[config.mk]
export PLATFORM = sky130hd
export DESIGN_NAME = interval_mean_stddev_min_max
export DESIGN_NICKNAME = d
export VERILOG_FILES = /design/src/sv/imsmm_pkg.sv /design/src/sv/imsmm_front.sv /design/src/sv/imsmm_fifo.sv /design/src/sv/imsmm_accum.sv /design/src/sv/imsmm_stats.sv /design/src/sv/interval_mean_stddev_min_max.sv
export VERILOG_INCLUDE_DIRS = /design/src /design/src/sv
export SDC_FILE = /design/constraint.sdc
export NUM_CORES = 2
export LEC_CHECK = 0
export BUFFER_PORTS_ARGS = -buffer_cell sky130_fd_sc_hd__buf_2
export CAP_MARGIN = 20
export CORE_UTILIZATION = 55
export DETAILED_ROUTE_END_ITERATION = 16
export PLACE_DENSITY_LB_ADDON = 0.05
export SETUP_SLACK_MARGIN = 0.02
export SLEW_MARGIN = 30
export SYNTH_ARGS = -nofsm -noshare
export SYNTH_HDL_FRONTEND = slang
export SYNTH_SLANG_ARGS = --single-unit
[constraint.sdc]
create_clock -name clk -period 10.7 [get_ports clk]
set_clock_uncertainty 0.1 [all_clocks]
set_input_delay 1.07 -clock clk [delete_from_list [all_inputs] [get_ports clk]]
set_output_delay 1.07 -clock clk [all_outputs]
set_load 0.01 [all_outputs]
[src/sv/interval_mean_stddev_min_max_assert.svh]
// Assertion macros shared by the interval statistics RTL.
`ifndef INTERVAL_MEAN_STDDEV_MIN_MAX_ASSERT_SVH
`define INTERVAL_MEAN_STDDEV_MIN_MAX_ASSERT_SVH

// same-cycle implication, disabled in reset
`define IMSMM_ASSERT_IMP(lbl, ante, cons, msg) \
  lbl: assert property (@(posedge clk) disable iff (!rst_n) (ante) |-> (cons)) \
    else $error(msg);

// next-cycle implication, disabled in reset
`define IMSMM_ASSERT_NXT(lbl, ante, cons, msg) \
  lbl: assert property (@(posedge clk) disable iff (!rst_n) (ante) |=> (cons)) \
    else $error(msg);

`endif

[src/sv/imsmm_pkg.sv]
// Shared constants for the interval statistics block.
package imsmm_pkg;

  localparam int OUT_SAMPLE_W = 24;
  localparam int OUT_COUNT_W  = 16;

  localparam logic CMD_ADD    = 1'b0;
  localparam logic CMD_REPORT = 1'b1;

  localparam logic [OUT_SAMPLE_W-1:0] MIN_EMPTY = {OUT_SAMPLE_W{1'b1}};

endpackage

[src/sv/imsmm_front.sv]
// Front end: takes input beats, masks the sample, squares it and classifies the command.
module imsmm_front #(
  parameter int SAMPLE_BITS = 24
) (
  input  logic                               clk,
  input  logic                               rst_n,
  input  logic                               in_valid,
  output logic                               in_ready,
  input  logic                               in_command,
  input  logic [imsmm_pkg::OUT_SAMPLE_W-1:0] in_sample,
  output logic                               q_valid,
  input  logic                               q_ready,
  output logic [3*SAMPLE_BITS:0]             q_data
);
  import imsmm_pkg::*;

  localparam int SQ_W = 2 * SAMPLE_BITS;

  logic                   valid_r, valid_nxt;
  logic [3*SAMPLE_BITS:0] data_r;
  logic [SAMPLE_BITS-1:0] smp;
  logic [SQ_W-1:0]        sq;
  logic                   is_report;

  assign smp       = in_sample[SAMPLE_BITS-1:0];
  assign sq        = SQ_W'(smp) * SQ_W'(smp);
  assign is_report = (in_command == CMD_REPORT);

  assign in_ready = !valid_r || q_ready;
  assign q_valid  = valid_r;
  assign q_data   = data_r;

  always_comb begin
    valid_nxt = valid_r;
    if (in_valid && in_ready) begin
      valid_nxt = 1'b1;
    end else if (q_ready) begin
      valid_nxt = 1'b0;
    end
  end

  always_ff @(posedge clk) begin
    if (!rst_n) begin
      valid_r <= 1'b0;
    end else begin
      valid_r <= valid_nxt;
    end
  end

  always_ff @(posedge clk) begin
    if (in_valid && in_ready) begin
      data_r <= {is_report, smp, sq};
    end
  end

endmodule

[src/sv/imsmm_fifo.sv]
// Small register queue between the front end and the accumulator.
module imsmm_fifo #(
  parameter int WIDTH = 73,
  parameter int DEPTH = 2
) (
  input  logic             clk,
  input  logic             rst_n,
  input  logic             push_valid,
  output logic             push_ready,
  input  logic [WIDTH-1:0] push_data,
  output logic             pop_valid,
  input  logic             pop_ready,
  output logic [WIDTH-1:0] pop_data
);
  `include "interval_mean_stddev_min_max_assert.svh"

  localparam int PTR_W = (DEPTH > 1) ? $clog2(DEPTH) : 1;
  localparam int CNT_W = $clog2(DEPTH + 1);
  localparam logic [PTR_W-1:0] PTR_LAST = PTR_W'(DEPTH - 1);
  localparam logic [CNT_W-1:0] CNT_FULL = CNT_W'(DEPTH);

  logic [WIDTH-1:0] mem_r [DEPTH];
  logic [PTR_W-1:0] wr_ptr_r, wr_ptr_nxt;
  logic [PTR_W-1:0] rd_ptr_r, rd_ptr_nxt;
  logic [CNT_W-1:0] cnt_r, cnt_nxt;
  logic             push, pop;

  assign push_ready = (cnt_r != CNT_FULL);
  assign pop_valid  = (cnt_r != '0);
  assign pop_data   = mem_r[rd_ptr_r];
  assign push       = push_valid && push_ready;
  assign pop        = pop_valid && pop_ready;

  always_comb begin
    wr_ptr_nxt = wr_ptr_r;
    rd_ptr_nxt = rd_ptr_r;
    cnt_nxt    = cnt_r;
    if (push) begin
      wr_ptr_nxt = (wr_ptr_r == PTR_LAST) ? '0 : wr_ptr_r + PTR_W'(1);
    end
    if (pop) begin
      rd_ptr_nxt = (rd_ptr_r == PTR_LAST) ? '0 : rd_ptr_r + PTR_W'(1);
    end
    if (push && !pop) begin
      cnt_nxt = cnt_r + CNT_W'(1);
    end else if (pop && !push) begin
      cnt_nxt = cnt_r - CNT_W'(1);
    end
  end

  always_ff @(posedge clk) begin
    if (!rst_n) begin
      wr_ptr_r <= '0;
      rd_ptr_r <= '0;
      cnt_r    <= '0;
    end else begin
      wr_ptr_r <= wr_ptr_nxt;
      rd_ptr_r <= rd_ptr_nxt;
      cnt_r    <= cnt_nxt;
    end
  end

  always_ff @(posedge clk) begin
    if (push) begin
      mem_r[wr_ptr_r] <= push_data;
    end
  end

  `IMSMM_ASSERT_IMP(a_fifo_depth, 1'b1, cnt_r <= CNT_FULL, "queue fill beyond depth")

endmodule

[src/sv/imsmm_accum.sv]
// Back end accumulator: count, sum, square sum, min and max; hands off a snapshot on report.
module imsmm_accum #(
  parameter int SAMPLE_BITS = 24,
  parameter int COUNT_BITS  = 16
) (
  input  logic                                     clk,
  input  logic                                     rst_n,
  input  logic                                     q_valid,
  output logic                                     q_ready,
  input  logic [3*SAMPLE_BITS:0]                   q_data,
  output logic                                     snap_valid,
  input  logic                                     snap_ready,
  output logic [COUNT_BITS-1:0]                    snap_count,
  output logic [COUNT_BITS-1:0]                    snap_busiest,
  output logic [SAMPLE_BITS+COUNT_BITS-1:0]        snap_sum,
  output logic [2*SAMPLE_BITS+COUNT_BITS-1:0]      snap_sq,
  output logic [imsmm_pkg::OUT_SAMPLE_W-1:0]       snap_min,
  output logic [SAMPLE_BITS-1:0]                   snap_max,
  output logic                                     snap_ovf
);
  import imsmm_pkg::*;
  `include "interval_mean_stddev_min_max_assert.svh"

  localparam int SQ_W  = 2 * SAMPLE_BITS;
  localparam int SUM_W = SAMPLE_BITS + COUNT_BITS;
  localparam int SSQ_W = SQ_W + COUNT_BITS;
  localparam logic [COUNT_BITS-1:0] COUNT_MAX = {COUNT_BITS{1'b1}};

  logic [COUNT_BITS-1:0]   count_r, count_nxt;
  logic [COUNT_BITS-1:0]   prev_r, prev_nxt;
  logic [SUM_W-1:0]        sum_r, sum_nxt;
  logic [SSQ_W-1:0]        sq_r, sq_nxt;
  logic [OUT_SAMPLE_W-1:0] min_r, min_nxt;
  logic [SAMPLE_BITS-1:0]  max_r, max_nxt;
  logic                    ovf_r, ovf_nxt;

  logic                    h_report;
  logic [SAMPLE_BITS-1:0]  h_sample;
  logic [SQ_W-1:0]         h_sq;
  logic                    take;

  assign h_report = q_data[3*SAMPLE_BITS];
  assign h_sample = q_data[3*SAMPLE_BITS-1:SQ_W];
  assign h_sq     = q_data[SQ_W-1:0];

  assign snap_valid   = q_valid && h_report;
  assign q_ready      = !h_report || snap_ready;
  assign take         = q_valid && q_ready;

  assign snap_count   = count_r;
  assign snap_busiest = (count_r > prev_r) ? count_r : prev_r;
  assign snap_sum     = sum_r;
  assign snap_sq      = sq_r;
  assign snap_min     = min_r;
  assign snap_max     = max_r;
  assign snap_ovf     = ovf_r;

  always_comb begin
    count_nxt = count_r;
    prev_nxt  = prev_r;
    sum_nxt   = sum_r;
    sq_nxt    = sq_r;
    min_nxt   = min_r;
    max_nxt   = max_r;
    ovf_nxt   = ovf_r;
    if (take) begin
      if (h_report) begin
        prev_nxt  = count_r;
        count_nxt = '0;
        sum_nxt   = '0;
        sq_nxt    = '0;
        min_nxt   = MIN_EMPTY;
        max_nxt   = '0;
        ovf_nxt   = 1'b0;
      end else if (count_r == COUNT_MAX) begin
        ovf_nxt = 1'b1;
      end else begin
        count_nxt = count_r + COUNT_BITS'(1);
        sum_nxt   = sum_r + SUM_W'(h_sample);
        sq_nxt    = sq_r + SSQ_W'(h_sq);
        if (OUT_SAMPLE_W'(h_sample) < min_r) begin
          min_nxt = OUT_SAMPLE_W'(h_sample);
        end
        if (h_sample > max_r) begin
          max_nxt = h_sample;
        end
      end
    end
  end

  always_ff @(posedge clk) begin
    if (!rst_n) begin
      count_r <= '0;
      prev_r  <= '0;
      sum_r   <= '0;
      sq_r    <= '0;
      min_r   <= MIN_EMPTY;
      max_r   <= '0;
      ovf_r   <= 1'b0;
    end else begin
      count_r <= count_nxt;
      prev_r  <= prev_nxt;
      sum_r   <= sum_nxt;
      sq_r    <= sq_nxt;
      min_r   <= min_nxt;
      max_r   <= max_nxt;
      ovf_r   <= ovf_nxt;
    end
  end

  `IMSMM_ASSERT_IMP(a_acc_empty, count_r == '0, (min_r == MIN_EMPTY) && (max_r == '0) && (sum_r == '0), "empty interval not clear")
  `IMSMM_ASSERT_IMP(a_acc_order, count_r != '0, min_r <= OUT_SAMPLE_W'(max_r), "min above max")

endmodule

[src/sv/imsmm_stats.sv]
// Report unit: shared serial divider, square, difference and serial square root.
module imsmm_stats #(
  parameter int SAMPLE_BITS = 24,
  parameter int COUNT_BITS  = 16
) (
  input  logic                                  clk,
  input  logic                                  rst_n,
  input  logic                                  snap_valid,
  output logic                                  snap_ready,
  input  logic [COUNT_BITS-1:0]                 snap_count,
  input  logic [COUNT_BITS-1:0]                 snap_busiest,
  input  logic [SAMPLE_BITS+COUNT_BITS-1:0]     snap_sum,
  input  logic [2*SAMPLE_BITS+COUNT_BITS-1:0]   snap_sq,
  input  logic [imsmm_pkg::OUT_SAMPLE_W-1:0]    snap_min,
  input  logic [SAMPLE_BITS-1:0]                snap_max,
  input  logic                                  snap_ovf,
  output logic                                  out_valid,
  input  logic                                  out_ready,
  output logic [imsmm_pkg::OUT_COUNT_W-1:0]     out_sample_count,
  output logic [imsmm_pkg::OUT_SAMPLE_W-1:0]    out_mean,
  output logic [imsmm_pkg::OUT_SAMPLE_W-1:0]    out_minimum,
  output logic [imsmm_pkg::OUT_SAMPLE_W-1:0]    out_maximum,
  output logic [imsmm_pkg::OUT_SAMPLE_W-1:0]    out_std_dev,
  output logic [imsmm_pkg::OUT_COUNT_W-1:0]     out_busiest_count,
  output logic                                  out_overflowed
);
  import imsmm_pkg::*;
  `include "interval_mean_stddev_min_max_assert.svh"

  localparam int SQ_W  = 2 * SAMPLE_BITS;
  localparam int DIV_W = SQ_W + COUNT_BITS;
  localparam int STP_W = $clog2(DIV_W);
  localparam logic [STP_W-1:0] STEP_LAST = STP_W'(DIV_W - 1);
  localparam logic [SQ_W-1:0]  SQRT_BIT0 = SQ_W'(1) << (SQ_W - 2);

  localparam logic [2:0] S_IDLE = 3'd0;
  localparam logic [2:0] S_DIV1 = 3'd1;
  localparam logic [2:0] S_DIV2 = 3'd2;
  localparam logic [2:0] S_MUL  = 3'd3;
  localparam logic [2:0] S_VAR  = 3'd4;
  localparam logic [2:0] S_SQRT = 3'd5;
  localparam logic [2:0] S_OUT  = 3'd6;

  logic [2:0]              state_r, state_nxt;
  logic [STP_W-1:0]        step_r, step_nxt;
  logic [COUNT_BITS-1:0]   rem_r, rem_nxt;
  logic [DIV_W-1:0]        quo_r, quo_nxt;
  logic [DIV_W-1:0]        sq_hold_r, sq_hold_nxt;
  logic [COUNT_BITS-1:0]   count_r, count_nxt;
  logic [COUNT_BITS-1:0]   busiest_r, busiest_nxt;
  logic [OUT_SAMPLE_W-1:0] min_r, min_nxt;
  logic [SAMPLE_BITS-1:0]  max_r, max_nxt;
  logic                    ovf_r, ovf_nxt;
  logic [SAMPLE_BITS-1:0]  mean_r, mean_nxt;
  logic [SQ_W-1:0]         msq_r, msq_nxt;
  logic [SQ_W-1:0]         sqm_r, sqm_nxt;
  logic [SQ_W-1:0]         v_r, v_nxt;
  logic [SQ_W-1:0]         root_r, root_nxt;
  logic [SQ_W-1:0]         bit_r, bit_nxt;
  logic [SAMPLE_BITS-1:0]  sd_r, sd_nxt;

  logic [COUNT_BITS:0]     trial;
  logic                    ge;
  logic [COUNT_BITS-1:0]   rem_step;
  logic [DIV_W-1:0]        quo_step;
  logic [SQ_W:0]           rb_sum;
  logic                    rb_ge;

  assign trial    = {rem_r, quo_r[DIV_W-1]};
  assign ge       = trial >= {1'b0, count_r};
  assign rem_step = ge ? COUNT_BITS'(trial - {1'b0, count_r}) : trial[COUNT_BITS-1:0];
  assign quo_step = {quo_r[DIV_W-2:0], ge};
  assign rb_sum   = {1'b0, root_r} + {1'b0, bit_r};
  assign rb_ge    = {1'b0, v_r} >= rb_sum;

  assign snap_ready = (state_r == S_IDLE);
  assign out_valid  = (state_r == S_OUT);

  always_comb begin
    state_nxt   = state_r;
    step_nxt    = step_r;
    rem_nxt     = rem_r;
    quo_nxt     = quo_r;
    sq_hold_nxt = sq_hold_r;
    count_nxt   = count_r;
    busiest_nxt = busiest_r;
    min_nxt     = min_r;
    max_nxt     = max_r;
    ovf_nxt     = ovf_r;
    mean_nxt    = mean_r;
    msq_nxt     = msq_r;
    sqm_nxt     = sqm_r;
    v_nxt       = v_r;
    root_nxt    = root_r;
    bit_nxt     = bit_r;
    sd_nxt      = sd_r;
    case (state_r)
      S_IDLE: begin
        if (snap_valid) begin
          count_nxt   = snap_count;
          busiest_nxt = snap_busiest;
          min_nxt     = snap_min;
          max_nxt     = snap_max;
          ovf_nxt     = snap_ovf;
          quo_nxt     = DIV_W'(snap_sum);
          sq_hold_nxt = snap_sq;
          rem_nxt     = '0;
          step_nxt    = STEP_LAST;
          if (snap_count == '0) begin
            mean_nxt  = '0;
            sd_nxt    = '0;
            state_nxt = S_OUT;
          end else begin
            state_nxt = S_DIV1;
          end
        end
      end
      S_DIV1: begin
        rem_nxt  = rem_step;
        quo_nxt  = quo_step;
        step_nxt = step_r - STP_W'(1);
        if (step_r == '0) begin
          mean_nxt  = quo_step[SAMPLE_BITS-1:0];
          quo_nxt   = sq_hold_r;
          rem_nxt   = '0;
          step_nxt  = STEP_LAST;
          state_nxt = S_DIV2;
        end
      end
      S_DIV2: begin
        rem_nxt  = rem_step;
        quo_nxt  = quo_step;
        step_nxt = step_r - STP_W'(1);
        if (step_r == '0) begin
          msq_nxt   = quo_step[SQ_W-1:0];
          state_nxt = S_MUL;
        end
      end
      S_MUL: begin
        sqm_nxt   = SQ_W'(mean_r) * SQ_W'(mean_r);
        state_nxt = S_VAR;
      end
      S_VAR: begin
        v_nxt     = (msq_r >= sqm_r) ? (msq_r - sqm_r) : (sqm_r - msq_r);
        root_nxt  = '0;
        bit_nxt   = SQRT_BIT0;
        state_nxt = S_SQRT;
      end
      S_SQRT: begin
        if (rb_ge) begin
          v_nxt    = v_r - rb_sum[SQ_W-1:0];
          root_nxt = (root_r >> 1) + bit_r;
        end else begin
          root_nxt = root_r >> 1;
        end
        bit_nxt = bit_r >> 2;
        if (bit_r == SQ_W'(1)) begin
          sd_nxt    = root_nxt[SAMPLE_BITS-1:0];
          state_nxt = S_OUT;
        end
      end
      S_OUT: begin
        if (out_ready) begin
          state_nxt = S_IDLE;
        end
      end
      default: begin
        state_nxt = S_IDLE;
      end
    endcase
  end

  always_ff @(posedge clk) begin
    if (!rst_n) begin
      state_r <= S_IDLE;
    end else begin
      state_r <= state_nxt;
    end
  end

  always_ff @(posedge clk) begin
    step_r    <= step_nxt;
    rem_r     <= rem_nxt;
    quo_r     <= quo_nxt;
    sq_hold_r <= sq_hold_nxt;
    count_r   <= count_nxt;
    busiest_r <= busiest_nxt;
    min_r     <= min_nxt;
    max_r     <= max_nxt;
    ovf_r     <= ovf_nxt;
    mean_r    <= mean_nxt;
    msq_r     <= msq_nxt;
    sqm_r     <= sqm_nxt;
    v_r       <= v_nxt;
    root_r    <= root_nxt;
    bit_r     <= bit_nxt;
    sd_r      <= sd_nxt;
  end

  assign out_sample_count  = OUT_COUNT_W'(count_r);
  assign out_mean          = OUT_SAMPLE_W'(mean_r);
  assign out_minimum       = min_r;
  assign out_maximum       = OUT_SAMPLE_W'(max_r);
  assign out_std_dev       = OUT_SAMPLE_W'(sd_r);
  assign out_busiest_count = OUT_COUNT_W'(busiest_r);
  assign out_overflowed    = ovf_r;

  `IMSMM_ASSERT_IMP(a_st_empty, out_valid && (count_r == '0), (mean_r == '0) && (sd_r == '0), "empty report with nonzero stats")
  `IMSMM_ASSERT_IMP(a_st_range, out_valid && (count_r != '0), (min_r <= OUT_SAMPLE_W'(mean_r)) && (mean_r <= max_r), "mean outside min and max")

endmodule

[src/sv/interval_mean_stddev_min_max.sv]
// Sample beats accumulate at one per cycle unless a report stalls them, with a front register
// and a two-entry queue ahead. A report beat runs the bit-serial divider twice, then a square,
// a difference and the bit-serial square root; an empty interval goes straight to its result.
// A following report waits at the queue head until the previous result is taken, stalling
// the beats behind it. Synchronous active-low reset clears all accumulators (minimum to all
// ones) and the queue.
module interval_mean_stddev_min_max #(
  parameter int SAMPLE_BITS = 24,
  parameter int COUNT_BITS  = 16
) (
  input  logic                               clk,
  input  logic                               rst_n,
  input  logic                               in_valid,
  output logic                               in_ready,
  input  logic                               in_command,
  input  logic [imsmm_pkg::OUT_SAMPLE_W-1:0] in_sample,
  output logic                               out_valid,
  input  logic                               out_ready,
  output logic [imsmm_pkg::OUT_COUNT_W-1:0]  out_sample_count,
  output logic [imsmm_pkg::OUT_SAMPLE_W-1:0] out_mean,
  output logic [imsmm_pkg::OUT_SAMPLE_W-1:0] out_minimum,
  output logic [imsmm_pkg::OUT_SAMPLE_W-1:0] out_maximum,
  output logic [imsmm_pkg::OUT_SAMPLE_W-1:0] out_std_dev,
  output logic [imsmm_pkg::OUT_COUNT_W-1:0]  out_busiest_count,
  output logic                               out_overflowed
);
  import imsmm_pkg::*;

  localparam int ENT_W = 3 * SAMPLE_BITS + 1;

  logic                                fq_valid, fq_ready;
  logic [ENT_W-1:0]                    fq_data;
  logic                                qa_valid, qa_ready;
  logic [ENT_W-1:0]                    qa_data;
  logic                                snap_valid, snap_ready;
  logic [COUNT_BITS-1:0]               snap_count, snap_busiest;
  logic [SAMPLE_BITS+COUNT_BITS-1:0]   snap_sum;
  logic [2*SAMPLE_BITS+COUNT_BITS-1:0] snap_sq;
  logic [OUT_SAMPLE_W-1:0]             snap_min;
  logic [SAMPLE_BITS-1:0]              snap_max;
  logic                                snap_ovf;

  imsmm_front #(
    .SAMPLE_BITS(SAMPLE_BITS)
  ) u_front (
    .clk       (clk),
    .rst_n     (rst_n),
    .in_valid  (in_valid),
    .in_ready  (in_ready),
    .in_command(in_command),
    .in_sample (in_sample),
    .q_valid   (fq_valid),
    .q_ready   (fq_ready),
    .q_data    (fq_data)
  );

  imsmm_fifo #(
    .WIDTH(ENT_W),
    .DEPTH(2)
  ) u_fifo (
    .clk       (clk),
    .rst_n     (rst_n),
    .push_valid(fq_valid),
    .push_ready(fq_ready),
    .push_data (fq_data),
    .pop_valid (qa_valid),
    .pop_ready (qa_ready),
    .pop_data  (qa_data)
  );

  imsmm_accum #(
    .SAMPLE_BITS(SAMPLE_BITS),
    .COUNT_BITS (COUNT_BITS)
  ) u_accum (
    .clk         (clk),
    .rst_n       (rst_n),
    .q_valid     (qa_valid),
    .q_ready     (qa_ready),
    .q_data      (qa_data),
    .snap_valid  (snap_valid),
    .snap_ready  (snap_ready),
    .snap_count  (snap_count),
    .snap_busiest(snap_busiest),
    .snap_sum    (snap_sum),
    .snap_sq     (snap_sq),
    .snap_min    (snap_min),
    .snap_max    (snap_max),
    .snap_ovf    (snap_ovf)
  );

  imsmm_stats #(
    .SAMPLE_BITS(SAMPLE_BITS),
    .COUNT_BITS (COUNT_BITS)
  ) u_stats (
    .clk              (clk),
    .rst_n            (rst_n),
    .snap_valid       (snap_valid),
    .snap_ready       (snap_ready),
    .snap_count       (snap_count),
    .snap_busiest     (snap_busiest),
    .snap_sum         (snap_sum),
    .snap_sq          (snap_sq),
    .snap_min         (snap_min),
    .snap_max         (snap_max),
    .snap_ovf         (snap_ovf),
    .out_valid        (out_valid),
    .out_ready        (out_ready),
    .out_sample_count (out_sample_count),
    .out_mean         (out_mean),
    .out_minimum      (out_minimum),
    .out_maximum      (out_maximum),
    .out_std_dev      (out_std_dev),
    .out_busiest_count(out_busiest_count),
    .out_overflowed   (out_overflowed)
  );

endmodule

==> results.sh <==
export IMPL_outcome="complete, no violations"
export IMPL_synth_edf_count=707
export IMPL_grt_pass1_wl_mm=328
export IMPL_path_clk_slew_ns=0.06
export IMPL_slew_headroom_pct=35.8
export IMPL_endpoint_kind="register"
export IMPL_synth_seq_cells=901
export IMPL_fmax_ghz=0.119
export IMPL_crit_type="in -> reg"
export IMPL_synth_largest_area_cell="edfxtp_1"
export IMPL_globalplace_congestion=0.913
export IMPL_ys_flop_type="edfxtp_1"
export IMPL_path_buf_inv=8
export IMPL_grt_overflow_total=0
export IMPL_cts_made_buffers=99
export IMPL_drv_cap=0
export IMPL_clockBufferDepth=3
export IMPL_antenna_found_initial=0
export IMPL_grt_usage_pct=27.7
export IMPL_drtIter0Drc=3603
export IMPL_drc=0
export IMPL_vias=57241
export IMPL_cts_resized=0
export IMPL_drt_total_wl_mm=204
export IMPL_dieArea_um2=150000
export IMPL_rsz0062_at_grt="no"
export IMPL_critPathArrivalTime_ns=8.77
export IMPL_synthTopCellsByArea="edfxtp_1, fa_1, ha_1"
export IMPL_post_cts_setup_buffer_count=0
export IMPL_hold_viol_final=0
export IMPL_worstPathRequired_ns=11.04
export IMPL_drive_gt1_share_pct=6.79
export IMPL_ys_seq_area_share_pct=30.8
export IMPL_row_count=140
export IMPL_die_width_um=387
export IMPL_syn_inst=8220
export IMPL_first_global_vias=59413
export IMPL_cts_root_buf="clkbuf_16"
export IMPL_worst_pin_slew_ns=0.960
export IMPL_antenna_left=0
export IMPL_post_route_period_util_pct=78.8
export IMPL_ctsHoldBuffers=0
export IMPL_coreArea_um2=146000
export IMPL_worstSkewPairLatency_ns=0.75
export IMPL_holdCritPathClass="reg -> reg"
export IMPL_hold_slack_ns=0.319
export IMPL_place_port_buffers=159
export IMPL_synth_top_area_share_pct=26.0
export IMPL_hpwl_mm=159
export IMPL_ys_warn_count=0
export IMPL_setup_tns_ns=0
export IMPL_synthTopCellsByCount="inv_1, fa_1, nand2_1, edfxtp_1, ha_1"
export IMPL_slowest_delay_ns=0.66
export IMPL_wl_per_cell_um=19.9
export IMPL_cp_start_kind="input port"
export IMPL_slowest_stage="a211oi_1"
export IMPL_avgSynthCellArea_um2=9.92
export IMPL_async_reset_ff_share_pct=0
export IMPL_yosys_cell_count_top_type="inv_1"
export IMPL_drt_pass1_iter_count=6
export IMPL_cts_tree="done"
export IMPL_nets=9823
export IMPL_cpLargestDelayFamily="adder cells"
export IMPL_fin_crit_ns=8.44
export IMPL_syn_to_final_growth_pct=7.47
export IMPL_die_h_um=387
export IMPL_vias_per_cell=5.58
export IMPL_h_tree_depth=3
export IMPL_synthesis_area_um2=81500
export IMPL_yosysUniqueCellTypes=104
export IMPL_start_util_pct=55.7
export IMPL_pin_count=160
export IMPL_drv_slew=0
export IMPL_final_setup_viol_count=0
export IMPL_grt_max_degree=90
export IMPL_synth_nets=9796
export IMPL_cp_max_fo=26
export IMPL_clock_sinks=901
-- per-layer routing --
metal / vias up / share of wire (%) / global-route usage (%)
met3: 260 / 4.1 / 2.83
li1: 27355 / - / -
met1: 28398 / 44 / 36.8
met4: 0 / 2.8 / 7.55
met5: - / 0 / 0
met2: 1228 / 49 / 48.1
-- area by class of cell --
cell class	count	area (um^2)
antenna	2	5.00
clock buffer	122	2680
clock inverter	64	712
fill	12587	58800
inverter	1487	5590
multi-input combinational	5534	49800
sequential	901	25100
tap	1917	2400
timing repair buffer	224	1320
-- cell usage in the layout, fill, tap and decap left out, types with 38 or more instances in the layout --
| cell | count |
|---|---|
| mux2_2 | 86 |
| ha_1 | 700 |
| or3_1 | 38 |
| a31oi_1 | 89 |
| nor3_1 | 108 |
| and2_1 | 257 |
| inv_1 | 1484 |
| nor2_1 | 349 |
| o21a_1 | 52 |
| clkbuf_16 | 102 |
| a21oi_1 | 407 |
| o21bai_1 | 66 |
| nand3_1 | 78 |
| xnor2_1 | 206 |
| o21ai_0 | 275 |
| a22oi_1 | 80 |
| xor2_1 | 163 |
| dfxtp_1 | 192 |
| buf_2 | 159 |
| mux2i_1 | 41 |
| and3_1 | 81 |
| nand2_1 | 765 |
| nand4_1 | 77 |
| edfxtp_1 | 707 |
| nor2b_1 | 102 |
| fa_1 | 847 |
| buf_4 | 62 |
| a211oi_1 | 64 |
| nand2b_1 | 39 |
| a21o_1 | 183 |
-- final timing paths --
path	startpoint	endpoint	slack, ns	cells after the start
worst max register to register	u_stats.out_mean[2]	u_stats.sqm_r[47]	2.44	28
worst min register to register	u_front.q_data[58]	u_fifo.mem_r[1][58]	0.32	0
worst max-delay path	in_sample[14]	u_front.q_data[46]	2.26	28
worst min-delay path	u_front.q_data[58]	u_fifo.mem_r[1][58]	0.32	0
-- sequential cells by signal (all words and copies together), names as in the netlist, 40 cells and up, named ones only --
name / count
u_stats.quo_r: 64
u_stats.msq_r: 48
u_stats.sq_hold_r: 64
u_accum.snap_sum: 40
u_front.q_data: 71
u_stats.v_r: 48
u_fifo.mem_r: 142
u_stats.root_r: 48
u_stats.sqm_r: 47
u_accum.snap_sq: 64
-- worst register-to-register path: cells and delay by family, from the launching register on --
family	cells	cell delay, ns
adder cells (fa/ha/maj)	8	3.95
AO/OA/AOI/OAI	9	2.05
flip-flops	1	0.93
buffers and inverters	8	0.66
AND/OR/NAND/NOR	2	0.22
XOR/XNOR	1	0.13
-- per-stage QoR --
stage	utilization, %	area (um^2)	instances	setup slack [ns]
CTS	59.8	87600	10249	2.29
global route	59.8	87600	10249	1.80
finish	59.8	87600	10251	2.26
floorplan	-	81500	8220	1.79
detailed placement	57.5	84200	10063	1.55
global placement	57.5	84100	10061	1.59
-- cell families after synthesis --
group	Yosys count	synth area share [%]
AOI/OAI and AO/OA	1488	11.9
xor gates and xnor gates	369	3.96
DFF	901	30.8
muxes	128	1.71
adders and majority gates	1547	31.5
buffers and inverters	1785	8.32
and+or+nand+nor	2002	11.8
Power is not shown: default switching activity piles up to over one toggle a cycle in this logic, so the estimate is an artifact.
